<file path="src/rtl/udiv_pkg.sv">
// ----------------------------------------------------------------------------
// udiv_pkg
// Shared types and the word-width constant for the pipelined unsigned divider.
// ----------------------------------------------------------------------------
package udiv_pkg;

    // Width of every operand field and of the quotient and remainder on the block's ports.
    localparam int WORD_WIDTH = 64;

    // One division request: both operands.
    typedef struct packed {
        logic [WORD_WIDTH-1:0] dividend;
        logic [WORD_WIDTH-1:0] divisor;
    } udiv_req_t;

    // One division result.
    typedef struct packed {
        logic [WORD_WIDTH-1:0] quotient;
        logic [WORD_WIDTH-1:0] remainder;
        logic                  divide_by_zero;
    } udiv_rsp_t;

    // Control bits that travel down the pipeline beside each request.
    typedef struct packed {
        logic valid;
        logic zero_div;
    } udiv_ctl_t;

endpackage

</file>
<file path="src/rtl/udiv_stage.sv">
// ----------------------------------------------------------------------------
// udiv_stage
// One registered step of restoring division: shifts the next dividend bit
// into the partial remainder and subtracts the divisor when it fits.
// ----------------------------------------------------------------------------
module udiv_stage
    import udiv_pkg::*;
#(
    parameter int W = 64
)
(
    input  logic         clk,
    input  logic         rst_n,
    input  udiv_ctl_t    ctl_in,
    input  logic [W-1:0] part_in,
    input  logic [W-1:0] quo_in,
    input  logic [W-1:0] den_in,
    output udiv_ctl_t    ctl_out,
    output logic [W-1:0] part_out,
    output logic [W-1:0] quo_out,
    output logic [W-1:0] den_out
);

    udiv_ctl_t    ctl_reg;
    udiv_ctl_t    ctl_next;
    logic [W-1:0] part_reg;
    logic [W-1:0] part_next;
    logic [W-1:0] quo_reg;
    logic [W-1:0] quo_next;
    logic [W-1:0] den_reg;
    logic [W-1:0] den_next;
    logic [W:0]   trial;
    logic [W:0]   diff;

    // Trial subtraction of the divisor from the shifted partial remainder.
    // The quotient register doubles as the shift register of dividend bits.
    always_comb
    begin
        trial    = {part_in, quo_in[W-1]};
        diff     = trial - {1'b0, den_in};
        ctl_next = ctl_in;
        den_next = den_in;
        if (!diff[W])
        begin
            part_next = diff[W-1:0];
            quo_next  = {quo_in[W-2:0], 1'b1};
        end
        else
        begin
            part_next = trial[W-1:0];
            quo_next  = {quo_in[W-2:0], 1'b0};
        end
    end

    // Control bits are reset; the data registers need no reset.
    always_ff @(posedge clk or negedge rst_n)
    begin
        if (!rst_n)
        begin
            ctl_reg <= '0;
        end
        else
        begin
            ctl_reg <= ctl_next;
        end
    end

    always_ff @(posedge clk)
    begin
        part_reg <= part_next;
        quo_reg  <= quo_next;
        den_reg  <= den_next;
    end

    assign ctl_out  = ctl_reg;
    assign part_out = part_reg;
    assign quo_out  = quo_reg;
    assign den_out  = den_reg;

endmodule

</file>
<file path="config.mk">
export PLATFORM = sky130hd
export DESIGN_NAME = udiv_stage
export DESIGN_NICKNAME = d
export VERILOG_FILES = /design/src/rtl/udiv_pkg.sv /design/src/rtl/udiv_stage.sv
export SDC_FILE = /design/constraint.sdc
export NUM_CORES = 1
export LEC_CHECK = 0
export BUFFER_PORTS_ARGS = -buffer_cell sky130_fd_sc_hd__buf_2
export CORE_MARGIN = 3
export CORE_UTILIZATION = 40
export DETAILED_ROUTE_END_ITERATION = 10
export PLACE_DENSITY = 0.7
export SETUP_SLACK_MARGIN = 0.05
export SLEW_MARGIN = 20
export SYNTH_ARGS = -nofsm -noshare
export SYNTH_HDL_FRONTEND = slang
export SYNTH_SLANG_ARGS = --single-unit
</file>
<file path="constraint.sdc">
create_clock -name clk -period 0.8 [get_ports clk]
set_input_delay 0.16 -clock clk [delete_from_list [all_inputs] [get_ports clk]]
set_output_delay 0.16 -clock clk [all_outputs]
set_load 0.005 [all_outputs]
</file>
Word-level counts from Yosys, hierarchy flattened

Cells that the tools add are included.

Multiplexer cells: 2
Add/subtract/negate cells: 1

Operator list:

| cell                         | count |
|---|---|
| subtractor 65 x 64 -> 65 bit | 1 |
| two-way mux 64 bit           | 1 |
| two-way mux 1 bit            | 1 |

Bits in registers: 194
Output and inout port bits: 194
Bits of input ports: 196
Logic and storage cells: 8

Depth between registers and ports, before layout

Gate-level depths: netlist (run 1).

Depth in word-level cells: 2
Gate-level depth with buffers: 14
Depth with buffers taken out: 13

Least setup slack after synthesis (run 1)

Ideal clock, no wire load.

Kind: input-to-reg
Start point: input port den_in[26]
End point: register part_reg[59] (netlist: part_out[59])
Data required time: 0.677 ns
Library setup time: 0.123 ns
Path buffers: 0
Slack: -2.238 ns
Stages: 10
Arrival: 2.914 ns
Cells stage by stage: inv_1 -> ha_1 -> a21o_1 -> or4b_1 -> or4b_4 -> a311o_1 -> a211oi_2 -> o21ai_1 -> mux2i_1 -> mux2_1

Word-level cells in the longest chain between the ends: 2

RTL lines:

| what                         | line             | RTL |
|---|---|---|
| from (decl)                  | udiv_stage.sv:17 | `input logic [W-1:0] den_in,` |
| subtractor 65 x 64 -> 65 bit | udiv_stage.sv:40 | `diff = trial - {1'b0, den_in};` |
| two-way mux 64 bit           | udiv_stage.sv:43 | `if (!diff[W])` |
| via part_next[59]            | udiv_stage.sv:27 | `logic [W-1:0] part_next;` |
| to (signal assigned)         | udiv_stage.sv:70 | `part_reg <= part_next;` |
| to (decl)                    | udiv_stage.sv:26 | `logic [W-1:0] part_reg;` |

The timed path passes the listed nets, and every way through them passes these cells.

Worst setup path in the final report (run 1)

Start point: input port den_in[18]
End point: register part_reg[40] (netlist: part_out[40])

Same word-level chain as after synthesis.

==> results of run 1 <==
cells in the final DEF (no fill, tap or decap), drive strengths merged, types with 4 or more instances in the layout:
master	netlist	layout
o211ai	4	4
nand2	62	62
and3	9	9
clkinv	0	9
o21bai	15	15
a21oi	79	79
a31oi	8	8
nand2b	8	8
a21boi	5	5
xor2	23	23
o31ai	5	5
dlygate4sd3	0	159
nand4	22	22
nand3	10	10
xnor2	34	34
o21a	6	6
nor3	8	8
nor2	42	42
a311oi	5	5
a211oi	6	6
inv	88	93
ha	64	64
and2	5	5
a211o	4	4
or2	7	7
a21o	32	32
clkbuf	26	20
dfxtp	192	192
buf	7	684
mux2	57	57
mux2i	6	6
a31o	4	4
nor2b	11	11
diode	0	4
o21ai	36	36
repair_timing:
action | CTS | global route
gates resized for setup | 101 | 148
gates cloned | 4 | 2
setup endpoints to repair | 259 | 259
endpoints found under the hold margin | 172 | 10
hold buffers | 157 | 2
pin swaps | 34 | 15
buffers inserted | 22 | 10
per-layer routing:
layer | part of all wire, % | vias up | track usage, % | wire length (um)
met1 | 38 | 4926 | 32.0 | 14600
met5 | 0.018 | - | 0 | 7
li1 | - | 4965 | - | -
met2 | 53 | 453 | 51.6 | 20400
met3 | 5.9 | 100 | 4.73 | 2270
met4 | 3.4 | 2 | 7.92 | 1300
cell type report:
cell class                 instances  area [um^2]  share of cell area, %
tap                              280          350                   2.06
multi-input combinational        621         5250                   30.8
inverter                          88          378                   2.22
antenna                            4         10.0                 0.0587
sequential                       194         3990                   23.4
timing repair buffer             845         6470                   37.9
clock buffer                      18          429                   2.52
clock inverter                    14          168                  0.984
critical path, stage by stage:
cell and delay, ns:
buf_12 0.09, inv_12 0.03, ha_4 0.26, nand4_1 0.23, nor4b_4 0.42, nand3_1 0.12, o22a_1 0.24, a21oi_2 0.20
o21ai_2 0.09, and2_4 0.17, o211a_4 0.26, inv_12 0.09, buf_12 0.14, clkbuf_16 0.16, buf_4 0.11, mux2i_1 0.22
power by group through the flow:
stage	Clock, mW	Combinational (mW)	Sequential, mW
after floorplan	0	4.55	11.5
after global placement	0	8.84	11.3
after detailed placement	0	8.99	11.3
after CTS	8.74	10.6	11.2
after global routing	9.13	12.4	11.5
final	8.70	11.7	11.4
state kept, by name, summed over array words and instances (netlist names):
name / cells
den_out: 64
part_out: 64
quo_out: 64
ctl_out: 2
synthesized netlist by cell type, drive strengths merged, types with 23 or more instances:
cell,count
xor2,23
clkbuf,26
ha,64
a21oi,79
xnor2,34
nand2,62
o21ai,36
mux2,57
inv,88
nor2,42
a21o,32
dfxtp,192
kinds of logic after synthesis:
| logic type | after synthesis | share of synthesized area [%] |
|---|---|---|
| AO/OA/AOI/OAI | 236 | 17.3 |
| XOR/XNOR | 57 | 5.59 |
| adder cells (fa/ha/maj) | 65 | 9.19 |
| buffers and inverters | 121 | 5.21 |
| flip-flops | 194 | 43.6 |
| multiplexers | 63 | 7.90 |
| AND/OR/NAND/NOR | 200 | 11.3 |
path summary, 6_finish.rpt:
kind / end / from
setup / recovery: part_out[40] / den_in[18]
hold / removal: part_out[42] / part_in[41]
max in group asynchronous: ctl_out[0] / rst_n
min in group asynchronous: ctl_out[1] / rst_n
==> impl_metrics.csv, run 1 <==
group,metric,value,unit
drt,ant_nets,0,
logic_synthesis,yosysTopAreaCellShare,43.0,%
timing,setup_viol,259,
logic_synthesis,synth_enable_flop_cells,0,
placement,place_ws,-2.42,ns
floorplanning,floorplan.initialDensity,40.8,%
floorplanning,die-area,24200,um^2
timing,fmax,376,MHz
floorplanning,dieHeight,155,um
clock_tree,h-tree-depth,4,
power,combPwrFrac,36.7,%
placement,place_area,13500,um^2
power,p_leak,8.55,nW
floorplanning,die_width,155,um
clock_tree,clock_path_buffers,2,
timing,hold_slack,-0.0164,ns
setup_path,critPathArrivalTime,3.00,ns
drt,wire_per_inst,18.7,um
setup_path,cp-end-kind,"flop",
hold_path,hold_path_class,"primary input to flop",
setup_path,cp_max_fo,7,
timing,fin_ws,-1.86,ns
logic_synthesis,yosysSeqAreaShare,43.6,%
power,intPower,21.9,mW
setup_path,required,1.15,ns
timing,slew_viol_final,0,
drt,drc,0,
drt,vias,10400,
logic_synthesis,syn_area_per_cell,9.54,um^2
placement,placed_cells,1836,
global_route,grt_max_degree,22,
clock_tree,path_clk_slew,0.08,ns
clock_tree,cts_tree,"done",
drt,wirelength,38.5,mm
power,ir_worst_vdd,1830,uV
timing,finalHoldViolations,4,
layout,fin_area,17000,um^2
placement,dp_hpwl,23.9,mm
logic_synthesis,synthTopCellsByArea,"dfxtp_1 43%, ha_1 9.0%, mux2_1 6.1%",
power,seqPwrFrac,35.9,%
layout,areaGrowthSynthToFinish,90.8,%
setup_path,path_class,"primary input to flop",
layout,layout.cells.non_filler,2064,
logic_synthesis,synth_cells,936,
logic_synthesis,synth_top_area_cell,"dfxtp_1",
power,pwr-share-clk,27.4,%
global_route,antenna_found_initial,5,
floorplanning,core_area,21900,um^2
global_route,grtUsageTotal,27.5,%
layout,fill_cells,1345,
floorplanning,num_rows,54,
timing,finalCritPeriodShare,332,%
logic_synthesis,yosys.cell_types.count,72,
layout,layout.nets,2028,
placement,portBuffers,389,
clock_tree,clock-sinks,194,
logic_synthesis,yosysWarnings,0,
clock_tree,cts_made_buffers,17,
timing,setup_tns,-159.82,ns
setup_path,startpoint_type,"primary input",
outcome,violations,"hold timing, setup timing",
drt,drt_iter0_drc,566,
power,finalPower,31.8,mW
layout,layout-drive-gt1-share,52.2,%
timing,tightest_slew,0.601,ns
logic_synthesis,synth_area,8930,um^2
logic_synthesis,synth_top_flop_cell,"dfxtp_1",
timing,worst_slew_margin_rel,59.8,%
outcome,status,"complete, but fails checks",
global_route,grt_remaining_overflow,0,
floorplanning,io_pins,390,
drt,post_drt_via_cell_ratio,5.06,
power,swShare,30.9,%
global_route,grt_pass1_wl,53.7,mm
layout,utilization,77.9,%
logic_synthesis,synth_seq_cells,194,
global_route,grt_pass1_vias,10700,
clock_tree,cts_root_buf,"clkbuf_16",
logic_synthesis,synthesis.nets,1197,
hold_path,min_path_cells,2,
power,p_switching,9.82,mW
timing,rsz0062_at_grt,"true",
placement,gp_congestion,0.926,
flow_run,max_cap_violations,0,
power,power.density,1860,nW/um^2
drt,drt_pass1_iterations,5,
timing,final.min_clock_period,2.66,ns
logic_synthesis,async_flop_share,1.03,%
No activity file was read; power rests on OpenSTA's default activity.
==> run 2, diff against run 1 <==
CTS_BUF_LIST = sky130_fd_sc_hd__clkbuf_8   (was default)
SKIP_LAST_GASP = 1   (was default)
SLEW_MARGIN = 40   (was 20)
==> impl_metrics.csv, run 2 (same netlist as run 1, synthesis figures left out) <==
group,metric,value,unit
outcome,status,"complete, but fails checks",
outcome,violations,"hold timing, setup timing",
drt,met3WireLength,2.47,mm
timing,rsz0062_at_grt,"true",
timing,fin_ws,-1.85,ns
placement,portBuffers,389,
clock_tree,cts_hold_buf,175,
flow_run,max_cap_violations,0,
global_route,grt_remaining_overflow,0,
layout,mostFrequentLayoutCell,"buf_2",
clock_tree,cts_tree,"done",
setup_path,required,1.18,ns
drt,drt_iter0_drc,634,
placement,place_ws,-2.42,ns
global_route,grt_pass1_vias,10800,
timing,finalHoldViolations,2,
timing,setup_viol,259,
clock_tree,path_clk_slew,0.11,ns
drt,vias,10600,
layout,mostFrequentLayoutCells,"326 x buf_2, 275 x buf_4, 175 x dlygate4sd3_1",
setup_path,path_class,"primary input to flop",
floorplanning,die-area,24200,um^2
setup_path,cp-end-kind,"flop",
hold_path,hold_path_class,"primary input to flop",
setup_path,cp_max_fo,6,
setup_path,startpoint_type,"primary input",
floorplanning,core_area,21900,um^2
drt,post_drt_via_cell_ratio,5.08,
placement,gp_congestion,0.926,
placement,place_area,13500,um^2
clock_tree,cts_made_buffers,17,
power,power.density,1750,nW/um^2
layout,areaGrowthSynthToFinish,88.3,%
timing,hold_slack,-0.00588,ns
timing,slew_viol_final,0,
drt,wl_met1,14.5,mm
setup_path,critPathArrivalTime,3.03,ns
timing,finalCritPeriodShare,332,%
clock_tree,clock_path_buffers,2,
clock_tree,cts_root_buf,"clkbuf_8",
setup_path,setup.worst_path.end,"part_out[38]",
global_route,grt_max_degree,22,
drt,wl_met2,20.0,mm
layout,layout-drive-gt1-share,50.9,%
layout,layout.nets,2040,
timing,worst_slew_margin_rel,61.8,%
placement,placed_cells,1836,
floorplanning,die_width,155,um
drt,drc,0,
drt,wire_per_inst,18.5,um
global_route,antenna_found_initial,4,
layout,fin_area,16800,um^2
global_route,grt_pass1_wl,54.3,mm
floorplanning,floorplan.initialDensity,40.8,%
power,ir_worst_vdd,1130,uV
drt,maxUsedRoutingLayer,"met5",
floorplanning,num_rows,54,
layout,utilization,76.8,%
timing,fmax,377,MHz
floorplanning,dieHeight,155,um
setup_path,crit_start,"den_in[24]",
clock_tree,clock-sinks,194,
floorplanning,io_pins,390,
global_route,grtUsageTotal,27.9,%
clock_tree,h-tree-depth,4,
drt,ant_nets,0,
power,p_leak,8.47,nW
timing,tightest_slew,0.571,ns
drt,drt_pass1_iterations,5,
drt,wirelength,38.4,mm
placement,dp_hpwl,23.9,mm
layout,layout.cells.non_filler,2077,
timing,final.min_clock_period,2.65,ns
run 2: changes by cell type in the layout (fill, tap and decap cells not counted), moves of 5 or more:
cell           previous run  this run
ha_1                     46        51
clkbuf_16                19         2
clkbuf_8                  0        17
dlygate4sd3_1           159       175
run 2: report_power, final:
part           switching, mW  leakage, nW  total, mW  internal [mW]
sequential             0.459         1.64       11.4           10.9
clock                   4.25        0.206       6.62           2.37
combinational           4.85         6.62       11.5           6.61
total                   9.56         8.47       29.5           19.9
run 2: area by class of cell:
cell class | count | area, um^2
multi-input combinational | 621 | 5180
sequential | 194 | 3990
tap | 280 | 350
fill | 1386 | 5070
timing repair buffer | 857 | 6510
inverter | 88 | 365
antenna | 5 | 12.5
clock inverter | 15 | 171
clock buffer | 17 | 234
run 2: worst min-delay path by stage:
| stage | start | endpoint | slack [ns] | depth (start not counted) |
|---|---|---|---|---|
| finish | part_in[25] | part_out[26] | -0.006 | 3 |
| detailed placement | rst_n | ctl_out[0] | -0.05 | 1 |
| global route | part_in[25] | part_out[26] | -0.02 | 3 |
| global placement | rst_n | ctl_out[0] | -0.05 | 1 |
| CTS | part_in[25] | part_out[26] | -0.02 | 3 |
| floorplan | rst_n | ctl_out[0] | -0.14 | 0 |
run 2: layer usage:
metal | vias to the layer above | GRT usage, %
li1 | 4984 | -
met1 | 4977 | 32.3
met2 | 487 | 50.6
met3 | 106 | 5.06
met4 | 2 | 11.2
met5 | - | 0
run 2: per-stage QoR:
stage | TNS [ns] | hold WS (ns) | power, mW
2_1_floorplan | -120.94 | -0.136 | 16.0
3_3_place_gp | -147.56 | -0.0537 | 20.2
3_5_place_dp | -148.96 | -0.0532 | 20.3
4_1_cts | -165.91 | -0.0186 | 28.3
5_1_grt | -184.90 | -0.0166 | 30.7
6_report | -172.04 | -0.00588 | 29.5
run 2: critical path, cell delays in order:
cell and delay, ns:
buf_8 0.08, inv_4 0.03, ha_4 0.28, buf_6 0.11, nand4_1 0.19, nor4b_4 0.41, nand3_1 0.13, o22a_1 0.24
a21oi_2 0.20, o21ai_2 0.08, and2_4 0.15, o211a_4 0.27, inv_8 0.09, buf_12 0.15, clkbuf_16 0.17, mux2_4 0.29
run 2: what timing repair did:
item                       in CTS  in global routing
setup buffers                  21                  4
hold endpoints to repair      184                  7
setup endpoints to repair     259                259
gates cloned                    4                  2
pin swaps                      27                  8
resized for setup              83                128
